**config.mk**
```make
export PLATFORM = sky130hd
export DESIGN_NAME = ramped_speed_position_follower_top_flat
export DESIGN_NICKNAME = d
export VERILOG_FILES = /design/src/rtl/rspf_pkg.sv /design/src/rtl/rspf_if.sv /design/src/rtl/ramped_speed_position_follower_top.sv /design/src/rtl/rspf_ctrl.sv /design/src/rtl/rspf_dp.sv /design/src/flat_wrapper.sv
export SDC_FILE = /design/constraint.sdc
export NUM_CORES = 2
export LEC_CHECK = 0
export ABC_AREA = 1
export BUFFER_PORTS_ARGS = -buffer_cell sky130_fd_sc_hd__clkbuf_2
export CAP_MARGIN = 10
export CORE_MARGIN = 8
export CORE_UTILIZATION = 31
export CTS_CLUSTER_SIZE = 8
export DETAILED_ROUTE_END_ITERATION = 10
export SYNTH_ARGS = -nofsm -noshare
export SYNTH_HDL_FRONTEND = slang
export SYNTH_SLANG_ARGS = --single-unit
```
**constraint.sdc**
```tcl
create_clock -name clk_i -period 24.7 [get_ports clk_i]
set_input_delay 4.94 -clock clk_i [delete_from_list [all_inputs] [get_ports clk_i]]
set_output_delay 4.94 -clock clk_i [all_outputs]
set_load 0.05 [all_outputs]
```
**src/rtl/rspf_pkg.sv**
```systemverilog
// Shared types, constants and codes of the ramped speed position follower.
package rspf_pkg;

  localparam int unsigned PosW     = 32;
  localparam int unsigned SpdW     = 31;
  localparam int unsigned ElW      = 24;
  localparam int unsigned KindW    = 2;
  localparam int unsigned CfgIdxW  = 3;
  localparam int unsigned CfgDataW = 32;
  localparam int unsigned NumAxes  = 3;
  localparam int unsigned AxisW    = 2;
  localparam int unsigned FracW    = 16;
  localparam int unsigned MagW     = 48;
  localparam int unsigned StepW    = 56;
  localparam int unsigned DivCntW  = 5;

  localparam logic [DivCntW-1:0] DivLast = DivCntW'(SpdW - 1);

  localparam logic [AxisW-1:0] AXIS_X = 2'd0;
  localparam logic [AxisW-1:0] AXIS_Y = 2'd1;
  localparam logic [AxisW-1:0] AXIS_Z = 2'd2;

  localparam logic [KindW-1:0] KIND_TICK  = 2'd0;
  localparam logic [KindW-1:0] KIND_SNAP  = 2'd1;
  localparam logic [KindW-1:0] KIND_CHASE = 2'd2;
  localparam logic [KindW-1:0] KIND_ZOOM  = 2'd3;

  localparam logic [CfgIdxW-1:0] CFG_MIN_SPEED = 3'd0;
  localparam logic [CfgIdxW-1:0] CFG_MAX_SPEED = 3'd1;
  localparam logic [CfgIdxW-1:0] CFG_RAMP_DIST = 3'd2;
  localparam logic [CfgIdxW-1:0] CFG_OFFSET_X  = 3'd3;
  localparam logic [CfgIdxW-1:0] CFG_OFFSET_Y  = 3'd4;
  localparam logic [CfgIdxW-1:0] CFG_OFFSET_Z  = 3'd5;
  localparam logic [CfgIdxW-1:0] CFG_AXIS_EN   = 3'd6;

  localparam logic [SpdW-1:0]    MinSpeedRst = 31'd655360;
  localparam logic [SpdW-1:0]    MaxSpeedRst = 31'd13107200;
  localparam logic [SpdW-1:0]    RampDistRst = 31'd6553600;
  localparam logic [PosW-1:0]    OneQ16      = 32'd65536;
  localparam logic [NumAxes-1:0] AxisEnRst   = 3'b111;

  typedef struct packed {
    logic [SpdW-1:0]    min_speed;
    logic [SpdW-1:0]    max_speed;
    logic [SpdW-1:0]    ramp_distance;
    logic [PosW-1:0]    bias_x;
    logic [PosW-1:0]    bias_y;
    logic [PosW-1:0]    bias_z;
    logic [NumAxes-1:0] axis_enable;
  } cfg_t;

  typedef struct packed {
    logic [KindW-1:0] kind;
    logic [PosW-1:0]  target_x;
    logic [PosW-1:0]  target_y;
    logic [PosW-1:0]  target_z;
    logic             use_x;
    logic             use_y;
    logic             use_z;
    logic [ElW-1:0]   elapsed;
  } item_t;

  typedef enum logic [3:0] {
    OP_NONE,
    OP_ITEM,
    OP_DIFF,
    OP_CLASS,
    OP_DIVLD,
    OP_DIV,
    OP_DIVEND,
    OP_ZMUL,
    OP_MAG,
    OP_MLO,
    OP_MHI,
    OP_STEP,
    OP_UPD,
    OP_OUT
  } dp_op_e;

  typedef struct packed {
    dp_op_e           op;
    logic [AxisW-1:0] axis;
  } dp_cmd_t;

  typedef struct packed {
    logic               move_req;
    logic               snap_pending;
    logic [NumAxes-1:0] axis_enable;
    logic               dist_zero;
    logic               need_ramp;
    logic               mag_zero;
    logic               out_free;
  } dp_status_t;

  typedef enum logic [3:0] {
    S_IDLE,
    S_DIFF,
    S_CLASS,
    S_DIVLD,
    S_DIV,
    S_DIVEND,
    S_ZMUL,
    S_MAG,
    S_MLO,
    S_MHI,
    S_STEP,
    S_UPD,
    S_NEXT,
    S_FIN
  } ctrl_state_e;

endpackage

```
**src/rtl/rspf_if.sv**
```systemverilog
// Valid/ready channel interfaces for input items and camera results.
interface rspf_in_if;
  import rspf_pkg::*;

  logic             valid;
  logic             ready;
  logic [KindW-1:0] kind;
  logic [PosW-1:0]  target_x;
  logic [PosW-1:0]  target_y;
  logic [PosW-1:0]  target_z;
  logic             use_x;
  logic             use_y;
  logic             use_z;
  logic [ElW-1:0]   elapsed;

  modport source (
    output valid, kind, target_x, target_y, target_z, use_x, use_y, use_z, elapsed,
    input  ready
  );
  modport sink (
    input  valid, kind, target_x, target_y, target_z, use_x, use_y, use_z, elapsed,
    output ready
  );
endinterface

interface rspf_out_if;
  import rspf_pkg::*;

  logic            valid;
  logic            ready;
  logic [PosW-1:0] position_x;
  logic [PosW-1:0] position_y;
  logic [PosW-1:0] zoom_out;

  modport source (
    output valid, position_x, position_y, zoom_out,
    input  ready
  );
  modport sink (
    input  valid, position_x, position_y, zoom_out,
    output ready
  );
endinterface

```
**src/rtl/ramped_speed_position_follower_top.sv**
```systemverilog
// Goal items, snap ticks and ticks with zero elapsed time go straight to the result. A moving
// tick steps each enabled axis in turn, the x and y axes with an extra zoom multiply, and runs
// the 31-step shared divider for each axis inside the ramp; one item is in work at a time.
// Reset puts camera and goal at (0, 0, 1.0), clears the pending snap and loads the register
// defaults; a finished result waits in the output register while the next item is accepted.
module ramped_speed_position_follower_top (
  input  logic                               clk_i,
  input  logic                               rst_ni,
  rspf_in_if.sink                            in_if,
  rspf_out_if.source                         out_if,
  input  logic                               cfg_we_i,
  input  logic [rspf_pkg::CfgIdxW-1:0]       cfg_idx_i,
  input  logic [rspf_pkg::CfgDataW-1:0]      cfg_data_i
);
  import rspf_pkg::*;

  cfg_t       cfg_q;
  item_t      item;
  dp_cmd_t    cmd;
  dp_status_t st;

  always_ff @(posedge clk_i or negedge rst_ni) begin
    if (!rst_ni) begin
      cfg_q.min_speed     <= MinSpeedRst;
      cfg_q.max_speed     <= MaxSpeedRst;
      cfg_q.ramp_distance <= RampDistRst;
      cfg_q.bias_x        <= '0;
      cfg_q.bias_y        <= '0;
      cfg_q.bias_z        <= OneQ16;
      cfg_q.axis_enable   <= AxisEnRst;
    end else if (cfg_we_i) begin
      unique case (cfg_idx_i)
        CFG_MIN_SPEED: cfg_q.min_speed     <= cfg_data_i[SpdW-1:0];
        CFG_MAX_SPEED: cfg_q.max_speed     <= cfg_data_i[SpdW-1:0];
        CFG_RAMP_DIST: cfg_q.ramp_distance <= cfg_data_i[SpdW-1:0];
        CFG_OFFSET_X:  cfg_q.bias_x        <= cfg_data_i[PosW-1:0];
        CFG_OFFSET_Y:  cfg_q.bias_y        <= cfg_data_i[PosW-1:0];
        CFG_OFFSET_Z:  cfg_q.bias_z        <= cfg_data_i[PosW-1:0];
        CFG_AXIS_EN:   cfg_q.axis_enable   <= cfg_data_i[NumAxes-1:0];
        default: ;
      endcase
    end
  end

  assign item.kind     = in_if.kind;
  assign item.target_x = in_if.target_x;
  assign item.target_y = in_if.target_y;
  assign item.target_z = in_if.target_z;
  assign item.use_x    = in_if.use_x;
  assign item.use_y    = in_if.use_y;
  assign item.use_z    = in_if.use_z;
  assign item.elapsed  = in_if.elapsed;

  rspf_ctrl u_ctrl (
    .clk_i      (clk_i),
    .rst_ni     (rst_ni),
    .in_valid_i (in_if.valid),
    .in_ready_o (in_if.ready),
    .status_i   (st),
    .cmd_o      (cmd)
  );

  rspf_dp u_dp (
    .clk_i       (clk_i),
    .rst_ni      (rst_ni),
    .cfg_i       (cfg_q),
    .item_i      (item),
    .cmd_i       (cmd),
    .status_o    (st),
    .out_ready_i (out_if.ready),
    .out_valid_o (out_if.valid),
    .pos_x_o     (out_if.position_x),
    .pos_y_o     (out_if.position_y),
    .zoom_o      (out_if.zoom_out)
  );

`ifndef ASSERT_OFF
  a_snap_set: assert property (@(posedge clk_i) disable iff (!rst_ni)
    in_if.valid && in_if.ready && (in_if.kind == KIND_SNAP) |=> st.snap_pending)
    else $error("snap request did not leave a pending snap");

  a_tick_clr: assert property (@(posedge clk_i) disable iff (!rst_ni)
    in_if.valid && in_if.ready && (in_if.kind == KIND_TICK) |=> !st.snap_pending)
    else $error("pending snap survived a tick");

  a_busy: assert property (@(posedge clk_i) disable iff (!rst_ni)
    in_if.valid && in_if.ready |=> !in_if.ready)
    else $error("second transaction accepted while an item is in work");

  a_out_load: assert property (@(posedge clk_i) disable iff (!rst_ni)
    (cmd.op == OP_OUT) |=> out_if.valid)
    else $error("result load did not raise output valid");
`endif

endmodule

```
**src/rtl/rspf_ctrl.sv**
```systemverilog
// Sequencer that steps the shared datapath through goal updates and the per-axis follow.
module rspf_ctrl (
  input  logic                  clk_i,
  input  logic                  rst_ni,
  input  logic                  in_valid_i,
  output logic                  in_ready_o,
  input  rspf_pkg::dp_status_t  status_i,
  output rspf_pkg::dp_cmd_t     cmd_o
);
  import rspf_pkg::*;

  ctrl_state_e        state_q, state_d;
  logic [AxisW-1:0]   axis_q, axis_d;
  logic [DivCntW-1:0] cnt_q, cnt_d;
  logic               scaled;

  // The x and y axes are scaled by zoom; the zoom axis is not.
  assign scaled = (axis_q != AXIS_Z);

  always_ff @(posedge clk_i or negedge rst_ni) begin
    if (!rst_ni) begin
      state_q <= S_IDLE;
      axis_q  <= AXIS_X;
      cnt_q   <= '0;
    end else begin
      state_q <= state_d;
      axis_q  <= axis_d;
      cnt_q   <= cnt_d;
    end
  end

  always_comb begin
    state_d = state_q;
    axis_d  = axis_q;
    cnt_d   = cnt_q;
    unique case (state_q)
      S_IDLE: begin
        if (in_valid_i) begin
          axis_d  = AXIS_X;
          state_d = status_i.move_req ? S_DIFF : S_FIN;
        end
      end
      S_DIFF: begin
        state_d = status_i.axis_enable[axis_q] ? S_CLASS : S_NEXT;
      end
      S_CLASS: begin
        if (status_i.dist_zero) begin
          state_d = S_NEXT;
        end else if (status_i.need_ramp) begin
          state_d = S_DIVLD;
        end else begin
          state_d = scaled ? S_ZMUL : S_MAG;
        end
      end
      S_DIVLD: begin
        cnt_d   = '0;
        state_d = S_DIV;
      end
      S_DIV: begin
        cnt_d = cnt_q + 1'b1;
        if (cnt_q == DivLast) begin
          state_d = S_DIVEND;
        end
      end
      S_DIVEND: state_d = scaled ? S_ZMUL : S_MAG;
      S_ZMUL:   state_d = S_MAG;
      S_MAG:    state_d = S_MLO;
      S_MLO:    state_d = status_i.mag_zero ? S_NEXT : S_MHI;
      S_MHI:    state_d = S_STEP;
      S_STEP:   state_d = S_UPD;
      S_UPD:    state_d = S_NEXT;
      S_NEXT: begin
        if (axis_q == AXIS_Z) begin
          state_d = S_FIN;
        end else begin
          axis_d  = axis_q + 1'b1;
          state_d = S_DIFF;
        end
      end
      S_FIN: begin
        if (status_i.out_free) begin
          state_d = S_IDLE;
        end
      end
      default: state_d = S_IDLE;
    endcase
  end

  always_comb begin
    in_ready_o  = 1'b0;
    cmd_o.op    = OP_NONE;
    cmd_o.axis  = axis_q;
    unique case (state_q)
      S_IDLE: begin
        in_ready_o = 1'b1;
        if (in_valid_i) begin
          cmd_o.op = OP_ITEM;
        end
      end
      S_DIFF:   cmd_o.op = OP_DIFF;
      S_CLASS:  cmd_o.op = OP_CLASS;
      S_DIVLD:  cmd_o.op = OP_DIVLD;
      S_DIV:    cmd_o.op = OP_DIV;
      S_DIVEND: cmd_o.op = OP_DIVEND;
      S_ZMUL:   cmd_o.op = OP_ZMUL;
      S_MAG:    cmd_o.op = OP_MAG;
      S_MLO:    cmd_o.op = OP_MLO;
      S_MHI:    cmd_o.op = OP_MHI;
      S_STEP:   cmd_o.op = OP_STEP;
      S_UPD:    cmd_o.op = OP_UPD;
      S_NEXT:   cmd_o.op = OP_NONE;
      S_FIN: begin
        if (status_i.out_free) begin
          cmd_o.op = OP_OUT;
        end
      end
      default:  cmd_o.op = OP_NONE;
    endcase
  end

endmodule

```
**src/rtl/rspf_dp.sv**
```systemverilog
// Datapath: camera and goal state, shared multiplier, restoring divider and output register.
module rspf_dp (
  input  logic                         clk_i,
  input  logic                         rst_ni,
  input  rspf_pkg::cfg_t               cfg_i,
  input  rspf_pkg::item_t              item_i,
  input  rspf_pkg::dp_cmd_t            cmd_i,
  output rspf_pkg::dp_status_t         status_o,
  input  logic                         out_ready_i,
  output logic                         out_valid_o,
  output logic [rspf_pkg::PosW-1:0]    pos_x_o,
  output logic [rspf_pkg::PosW-1:0]    pos_y_o,
  output logic [rspf_pkg::PosW-1:0]    zoom_o
);
  import rspf_pkg::*;

  localparam int unsigned TgtW    = PosW + 1;
  localparam int unsigned DiffW   = PosW + 2;
  localparam int unsigned ProdW   = 2 * PosW;
  localparam int unsigned AccW    = PosW + ElW;
  localparam int unsigned HiW     = MagW - PosW;
  localparam int unsigned HiProdW = HiW + ElW;
  localparam int unsigned SumW    = HiProdW + PosW;
  localparam int unsigned NwW     = StepW + 1;

  localparam logic [NwW-1:0]  NwMax  = NwW'(64'h0000_0000_7FFF_FFFF);
  localparam logic [NwW-1:0]  NwMin  = ~NwMax;
  localparam logic [PosW-1:0] PosMax = {1'b0, {(PosW-1){1'b1}}};
  localparam logic [PosW-1:0] PosMin = {1'b1, {(PosW-1){1'b0}}};

  logic [PosW-1:0]  cam_x_q, cam_y_q, cam_z_q;
  logic [PosW-1:0]  goal_x_q, goal_y_q, goal_z_q;
  logic             snap_q;
  logic             out_valid_q;
  logic [PosW-1:0]  out_x_q, out_y_q, out_z_q;

  logic [ElW-1:0]   el_q;
  logic [TgtW-1:0]  tgt_q;
  logic [TgtW-1:0]  dist_q;
  logic             neg_q;
  logic [SpdW-1:0]  sp_q;
  logic [SpdW-1:0]  rem_q, dlo_q, quo_q;
  logic [ProdW-1:0] prod_q;
  logic [MagW-1:0]  mag_q;
  logic             dir_neg_q;
  logic [AccW-1:0]  acc_q;
  logic [StepW-1:0] step_q;

  logic [PosW-1:0]  cam_sel, goal_sel, off_sel;
  logic [TgtW-1:0]  tgt;
  logic [DiffW-1:0] diff, diff_mag;
  logic             max_le_min;
  logic [SpdW-1:0]  spd_span;
  logic [PosW-1:0]  zoom_abs;
  logic [PosW-1:0]  mul_a, mul_b;
  logic [ProdW-1:0] mul_p;
  logic [PosW-1:0]  div_t, div_sub;
  logic             div_ge;
  logic [ProdW-1:0] prod_rnd;
  logic [SumW-1:0]  step_sum;
  logic [NwW-1:0]   cam_ext, tgt_ext, step_ext, nw_raw, nw_clamp;
  logic [PosW-1:0]  new_pos;

  always_comb begin
    case (cmd_i.axis)
      AXIS_X: begin
        cam_sel  = cam_x_q;
        goal_sel = goal_x_q;
        off_sel  = cfg_i.bias_x;
      end
      AXIS_Y: begin
        cam_sel  = cam_y_q;
        goal_sel = goal_y_q;
        off_sel  = cfg_i.bias_y;
      end
      default: begin
        cam_sel  = cam_z_q;
        goal_sel = goal_z_q;
        off_sel  = cfg_i.bias_z;
      end
    endcase
  end

  // Target and distance at full precision, so neither can wrap.
  assign tgt      = {goal_sel[PosW-1], goal_sel} + {off_sel[PosW-1], off_sel};
  assign diff     = {tgt[TgtW-1], tgt} - {{2{cam_sel[PosW-1]}}, cam_sel};
  assign diff_mag = diff[DiffW-1] ? (~diff + DiffW'(1)) : diff;

  assign max_le_min = (cfg_i.max_speed <= cfg_i.min_speed);
  assign spd_span   = cfg_i.max_speed - cfg_i.min_speed;
  assign zoom_abs   = cam_z_q[PosW-1] ? (~cam_z_q + PosW'(1)) : cam_z_q;

  always_comb begin
    case (cmd_i.op)
      OP_CLASS: begin
        mul_a = {1'b0, spd_span};
        mul_b = {1'b0, dist_q[SpdW-1:0]};
      end
      OP_ZMUL: begin
        mul_a = {1'b0, sp_q};
        mul_b = zoom_abs;
      end
      OP_MLO: begin
        mul_a = mag_q[PosW-1:0];
        mul_b = {{(PosW-ElW){1'b0}}, el_q};
      end
      OP_MHI: begin
        mul_a = {{(PosW-HiW){1'b0}}, mag_q[MagW-1:PosW]};
        mul_b = {{(PosW-ElW){1'b0}}, el_q};
      end
      default: begin
        mul_a = '0;
        mul_b = '0;
      end
    endcase
  end

  assign mul_p = ProdW'(mul_a) * ProdW'(mul_b);

  // One quotient bit per cycle; the partial remainder always stays below the ramp distance.
  assign div_t   = {rem_q, dlo_q[SpdW-1]};
  assign div_ge  = (div_t >= {1'b0, cfg_i.ramp_distance});
  assign div_sub = div_t - {1'b0, cfg_i.ramp_distance};

  // A negative zoom floors the scaled speed, which rounds its magnitude up.
  assign prod_rnd = prod_q + ProdW'((1 << FracW) - 1);

  assign step_sum = {prod_q[HiProdW-1:0], {PosW{1'b0}}} + {{(SumW-AccW){1'b0}}, acc_q};

  assign cam_ext  = {{(NwW-PosW){cam_sel[PosW-1]}}, cam_sel};
  assign tgt_ext  = {{(NwW-TgtW){tgt_q[TgtW-1]}}, tgt_q};
  assign step_ext = {1'b0, step_q};
  assign nw_raw   = dir_neg_q ? (cam_ext - step_ext) : (cam_ext + step_ext);

  always_comb begin
    nw_clamp = nw_raw;
    if (!dir_neg_q && ($signed(nw_raw) > $signed(tgt_ext))) begin
      nw_clamp = tgt_ext;
    end else if (dir_neg_q && ($signed(nw_raw) < $signed(tgt_ext))) begin
      nw_clamp = tgt_ext;
    end
    if ($signed(nw_clamp) > $signed(NwMax)) begin
      new_pos = PosMax;
    end else if ($signed(nw_clamp) < $signed(NwMin)) begin
      new_pos = PosMin;
    end else begin
      new_pos = nw_clamp[PosW-1:0];
    end
  end

  always_ff @(posedge clk_i or negedge rst_ni) begin
    if (!rst_ni) begin
      cam_x_q     <= '0;
      cam_y_q     <= '0;
      cam_z_q     <= OneQ16;
      goal_x_q    <= '0;
      goal_y_q    <= '0;
      goal_z_q    <= OneQ16;
      snap_q      <= 1'b0;
      out_valid_q <= 1'b0;
    end else begin
      if (cmd_i.op == OP_OUT) begin
        out_valid_q <= 1'b1;
      end else if (out_ready_i) begin
        out_valid_q <= 1'b0;
      end
      case (cmd_i.op)
        OP_ITEM: begin
          case (item_i.kind)
            KIND_SNAP: begin
              goal_x_q <= item_i.target_x;
              goal_y_q <= item_i.target_y;
              goal_z_q <= item_i.target_z;
              snap_q   <= 1'b1;
            end
            KIND_CHASE: begin
              if (item_i.use_x) goal_x_q <= item_i.target_x;
              if (item_i.use_y) goal_y_q <= item_i.target_y;
              if (item_i.use_z) goal_z_q <= item_i.target_z;
            end
            KIND_ZOOM: goal_z_q <= item_i.target_z;
            default: begin
              if (snap_q) begin
                cam_x_q <= goal_x_q;
                cam_y_q <= goal_y_q;
                cam_z_q <= goal_z_q;
                snap_q  <= 1'b0;
              end
            end
          endcase
        end
        OP_UPD: begin
          case (cmd_i.axis)
            AXIS_X:  cam_x_q <= new_pos;
            AXIS_Y:  cam_y_q <= new_pos;
            default: cam_z_q <= new_pos;
          endcase
        end
        default: ;
      endcase
    end
  end

  always_ff @(posedge clk_i) begin
    case (cmd_i.op)
      OP_ITEM: el_q <= item_i.elapsed;
      OP_DIFF: begin
        tgt_q  <= tgt;
        dist_q <= diff_mag[TgtW-1:0];
        neg_q  <= diff[DiffW-1];
      end
      OP_CLASS: begin
        sp_q   <= max_le_min ? cfg_i.min_speed : cfg_i.max_speed;
        prod_q <= mul_p;
      end
      OP_DIVLD: begin
        rem_q <= prod_q[2*SpdW-1:SpdW];
        dlo_q <= prod_q[SpdW-1:0];
      end
      OP_DIV: begin
        rem_q <= div_ge ? div_sub[SpdW-1:0] : div_t[SpdW-1:0];
        dlo_q <= {dlo_q[SpdW-2:0], 1'b0};
        quo_q <= {quo_q[SpdW-2:0], div_ge};
      end
      OP_DIVEND: sp_q <= cfg_i.min_speed + quo_q;
      OP_ZMUL:   prod_q <= mul_p;
      OP_MAG: begin
        if (cmd_i.axis != AXIS_Z) begin
          mag_q     <= cam_z_q[PosW-1] ? prod_rnd[FracW +: MagW] : prod_q[FracW +: MagW];
          dir_neg_q <= neg_q ^ cam_z_q[PosW-1];
        end else begin
          mag_q     <= {{(MagW-SpdW){1'b0}}, sp_q};
          dir_neg_q <= neg_q;
        end
      end
      OP_MLO: prod_q <= mul_p;
      OP_MHI: begin
        acc_q  <= prod_q[AccW-1:0];
        prod_q <= mul_p;
      end
      OP_STEP: step_q <= step_sum[SumW-1:FracW];
      OP_OUT: begin
        out_x_q <= cam_x_q;
        out_y_q <= cam_y_q;
        out_z_q <= cam_z_q;
      end
      default: ;
    endcase
  end

  assign status_o.move_req     = (item_i.kind == KIND_TICK) && !snap_q && (item_i.elapsed != '0);
  assign status_o.snap_pending = snap_q;
  assign status_o.axis_enable  = cfg_i.axis_enable;
  assign status_o.dist_zero    = (dist_q == '0);
  assign status_o.need_ramp    = !max_le_min && (cfg_i.ramp_distance != '0)
                                 && (dist_q < {2'b00, cfg_i.ramp_distance});
  assign status_o.mag_zero     = (mag_q == '0);
  assign status_o.out_free     = !out_valid_q || out_ready_i;

  assign out_valid_o = out_valid_q;
  assign pos_x_o     = out_x_q;
  assign pos_y_o     = out_y_q;
  assign zoom_o      = out_z_q;

endmodule
```
**src/flat_wrapper.sv**
```systemverilog
// flat-port wrapper written by rule: the top's interface ports become plain ports
module ramped_speed_position_follower_top_flat import rspf_pkg::*;
  (clk_i, rst_ni, cfg_we_i, cfg_idx_i, cfg_data_i, in_if_valid, in_if_kind, in_if_target_x, in_if_target_y, in_if_target_z, in_if_use_x, in_if_use_y, in_if_use_z, in_if_elapsed, in_if_ready, out_if_valid, out_if_position_x, out_if_position_y, out_if_zoom_out, out_if_ready);
  rspf_in_if in_if_i ();
  rspf_out_if out_if_i ();
  input  logic clk_i;
  input  logic rst_ni;
  input  logic cfg_we_i;
  input  logic [rspf_pkg::CfgIdxW-1:0] cfg_idx_i;
  input  logic [rspf_pkg::CfgDataW-1:0] cfg_data_i;
  input wire logic [$bits(in_if_i.valid)-1:0] in_if_valid;
  input wire logic [$bits(in_if_i.kind)-1:0] in_if_kind;
  input wire logic [$bits(in_if_i.target_x)-1:0] in_if_target_x;
  input wire logic [$bits(in_if_i.target_y)-1:0] in_if_target_y;
  input wire logic [$bits(in_if_i.target_z)-1:0] in_if_target_z;
  input wire logic [$bits(in_if_i.use_x)-1:0] in_if_use_x;
  input wire logic [$bits(in_if_i.use_y)-1:0] in_if_use_y;
  input wire logic [$bits(in_if_i.use_z)-1:0] in_if_use_z;
  input wire logic [$bits(in_if_i.elapsed)-1:0] in_if_elapsed;
  output wire logic [$bits(in_if_i.ready)-1:0] in_if_ready;
  output wire logic [$bits(out_if_i.valid)-1:0] out_if_valid;
  output wire logic [$bits(out_if_i.position_x)-1:0] out_if_position_x;
  output wire logic [$bits(out_if_i.position_y)-1:0] out_if_position_y;
  output wire logic [$bits(out_if_i.zoom_out)-1:0] out_if_zoom_out;
  input wire logic [$bits(out_if_i.ready)-1:0] out_if_ready;
  assign in_if_i.valid = in_if_valid;
  assign in_if_i.kind = in_if_kind;
  assign in_if_i.target_x = in_if_target_x;
  assign in_if_i.target_y = in_if_target_y;
  assign in_if_i.target_z = in_if_target_z;
  assign in_if_i.use_x = in_if_use_x;
  assign in_if_i.use_y = in_if_use_y;
  assign in_if_i.use_z = in_if_use_z;
  assign in_if_i.elapsed = in_if_elapsed;
  assign in_if_ready = in_if_i.ready;
  assign out_if_valid = out_if_i.valid;
  assign out_if_position_x = out_if_i.position_x;
  assign out_if_position_y = out_if_i.position_y;
  assign out_if_zoom_out = out_if_i.zoom_out;
  assign out_if_i.ready = out_if_ready;
  ramped_speed_position_follower_top u_core (.clk_i(clk_i), .rst_ni(rst_ni), .in_if(in_if_i), .out_if(out_if_i), .cfg_we_i(cfg_we_i), .cfg_idx_i(cfg_idx_i), .cfg_data_i(cfg_data_i));
endmodule
```
==> impl_metrics.tcl <==
set metrics [dict create \
    synth_edf_count 520 \
    dp_hpwl_um 271000 \
    max-cap-violations 0 \
    r2r-start "u_core.u_ctrl.state_q[3]" \
    root_buffer "clkbuf_16" \
    hold_start "u_core.u_dp.acc_q[16]" \
    min_to "u_core.u_dp.step_q[0]" \
    n_fill_cell 30244 \
    grt_overflow 0 \
    grt_pass1_wl_um 509000 \
    via_per_inst 5.14 \
    insertion_delay_ns 0.80 \
    syn-cell-area_mm2 0.0900 \
    gp_congestion 0.988 \
    rsz0062_at_grt "false" \
    synth.top_cell.area_share_pct 20.1 \
    finClkSkew_ns 0.0686 \
    avgRoutedWirePerCell_um 23.0 \
    whs_path_depth 0 \
    crit_top_cell "fa_1" \
    synth_cell_type_count 65 \
    endpoint_kind "register" \
    drtIter0Drc 8435 \
    setup_tns_ns 0 \
    path_clk_slew_ns 0.06 \
    layout-drive-gt1-share_pct 6.73 \
    via_count 77513 \
    fin_nets 12889 \
    critPathLaunchType "register" \
    min_path_type "register to register" \
    synthArstFlopShare_pct 43.3 \
    setup_viol 0 \
    grt_pass1_vias 76542 \
    rr_endpoint "u_core.u_dp.prod_q[63]" \
    grt_max_degree 111 \
    ys_ff_latch 917 \
    period_share_pct 46.4 \
    core_mm2 0.288 \
    cts_resized 0 \
    final_max_slew_viol_count 0 \
    critPathMaxStageDelay_ns 0.79 \
    synth_area_leaders "fa_1 (20%), edfxtp_1 (17%), dfrtp_1 (11%)" \
    cts_made_buffers 134 \
    status "completed" \
    start_util_pct 31.2 \
    pin_count 263 \
    r2r_cells 37 \
    firstDrtPassIters 9 \
    hold_violations 0 \
    num_rows 197 \
    die_w_um 555 \
    htreeDepth 4 \
    ys_seq_area_share_pct 28.4 \
    holdBufCountCts 0 \
    yosys.area.top_type "fa_1" \
    clock_sinks 917 \
    ant_nets 0 \
    cp.required_ns 25.20 \
    cts_setup_buffers 0 \
    tritoncts "built" \
    arrival_ns 11.95 \
    max-clock-path-buffers 3 \
    avgSynthCellArea_um2 8.15 \
    slew_headroom_pct 21.8 \
    fmaxAchievable_ghz 0.0873 \
    crit_fanout 57 \
    ys.flop_type "edfxtp_1" \
    die_y_um 555 \
    worst_pin_slew_ns 1.17 \
    fin_crit_ns 11.45 \
    ys.warnings.count 0 \
    crit_path_top_delay_cell "clkinv_1" \
    antenna_found_initial 19 \
    grtUsageTotal_pct 22.0 \
    synth.most_common_cell "nand2_1" \
    io_buffers 262 \
    drcViolationCount 0 \
    dieArea_mm2 0.308 \
    area_growth_pct 11.2 \
    drt-total-wl_um 347000 \
    syn_inst 11035 \
    crit_type "register to register" \
    r2r_slack_ns 13.25 \
    ys_top_cells_by_count "nand2_1 (2379), inv_1 (2055), nor2_1 (1090)" \
]
## worst max path at each step
stage | start | to | cells past startpoint
after CTS | u_core.u_ctrl.state_q[3] | u_core.u_dp.prod_q[63] | 37
final | u_core.u_ctrl.state_q[3] | u_core.u_dp.prod_q[63] | 37
after detailed placement | u_core.u_ctrl.state_q[3] | u_core.u_dp.prod_q[63] | 37
after global placement | u_core.u_ctrl.state_q[3] | u_core.u_dp.prod_q[59] | 37
after global routing | u_core.u_ctrl.state_q[3] | u_core.u_dp.prod_q[59] | 37
after floorplan | u_core.u_ctrl.state_q[2] | u_core.u_dp.prod_q[63] | 34
## layer usage
| metal | global-route usage (%) | wire length, um | vias to the layer above |
|---|---|---|---|
| met5 | 0 | 46 | - |
| met4 | 9.57 | 18000 | 8 |
| met3 | 4.51 | 31800 | 730 |
| met2 | 35.0 | 154000 | 3593 |
| met1 | 28.9 | 143000 | 37934 |
| li1 | - | - | 35248 |
## final cells by class
cell class	instances	area, um2	share of cell area (%)
multi-input combinational	7687	55400	55.4
tap	3781	4730	4.73
clock buffer	199	3650	3.65
timing repair buffer	408	2420	2.42
sequential	917	25600	25.6
clock inverter	17	374	0.374
antenna	6	15.0	0.0150
inverter	2078	7800	7.80
## metrics by stage
stage	cell area [um2]	hold slack, ns	worst slack (ns)	utilization [%]	cells
6_report	100000	0.415	13.25	34.7	15093
5_1_grt	100000	0.427	12.60	34.7	15088
4_1_cts	100000	0.416	13.30	34.7	15087
3_5_place_dp	96000	0.405	13.35	33.3	14871
3_3_place_gp	96000	0.408	13.55	33.3	14871
2_1_floorplan	90000	0.400	15.12	-	11041
## cells in the final DEF, fill, tap and decap left out, types with 17 or more instances in the layout
| cell type | n |
|---|---|
| nor3_1 | 96 |
| nand3_1 | 322 |
| clkbuf_1 | 60 |
| a21o_1 | 27 |
| a31oi_1 | 57 |
| a21oi_1 | 731 |
| nand4_1 | 78 |
| nand2_1 | 2369 |
| nor4_1 | 63 |
| clkbuf_2 | 261 |
| a22o_1 | 37 |
| mux2_2 | 96 |
| fa_1 | 903 |
| nor2_1 | 1077 |
| or2_2 | 19 |
| nand3b_1 | 17 |
| o21bai_1 | 25 |
| xnor2_1 | 97 |
| clkbuf_16 | 134 |
| inv_1 | 2053 |
| xor2_1 | 241 |
| edfxtp_1 | 520 |
| o211ai_1 | 26 |
| clkinv_1 | 17 |
| buf_4 | 146 |
| ha_1 | 593 |
| dfrtp_1 | 383 |
| o21ai_0 | 582 |
## worst max-delay path: cells and delay by family (launching register included)
family | cells | cell delay (ns)
AO/OA/AOI/OAI | 11 | 2.29
buffers and inverters | 10 | 2.75
adder cells (fa/ha/maj) | 9 | 4.32
flip-flops | 1 | 0.38
XOR/XNOR | 1 | 0.15
AND/OR/NAND/NOR | 6 | 1.22
## flip-flops by register name, summed over array words and instances (netlist names), 33 cells and up
register            cells
u_core.cfg_q          192
u_core.u_dp.prod_q     64
u_core.u_dp.step_q     56
u_core.u_dp.mag_q      48
u_core.u_dp.acc_q      40
u_core.u_dp.dist_q     33
u_core.u_dp.tgt_q      33
## logic make-up (layout without fill, tap and decap cells)
| family | count (synthesis) | in the layout | synth area share, % |
|---|---|---|---|
| xor+xnor | 338 | 338 | 3.29 |
| compound gates | 1645 | 1645 | 10.1 |
| buf+inv | 2437 | 2702 | 10.3 |
| fa+ha+maj | 1498 | 1498 | 28.4 |
| flops | 917 | 917 | 28.4 |
| simple gates | 4102 | 4102 | 18.4 |
| mux | 96 | 96 | 1.20 |
| other cells | 2 | 14 | 0.00835 |
Power is not shown: default switching activity piles up to over one toggle a cycle in this logic, so the estimate is an artifact.
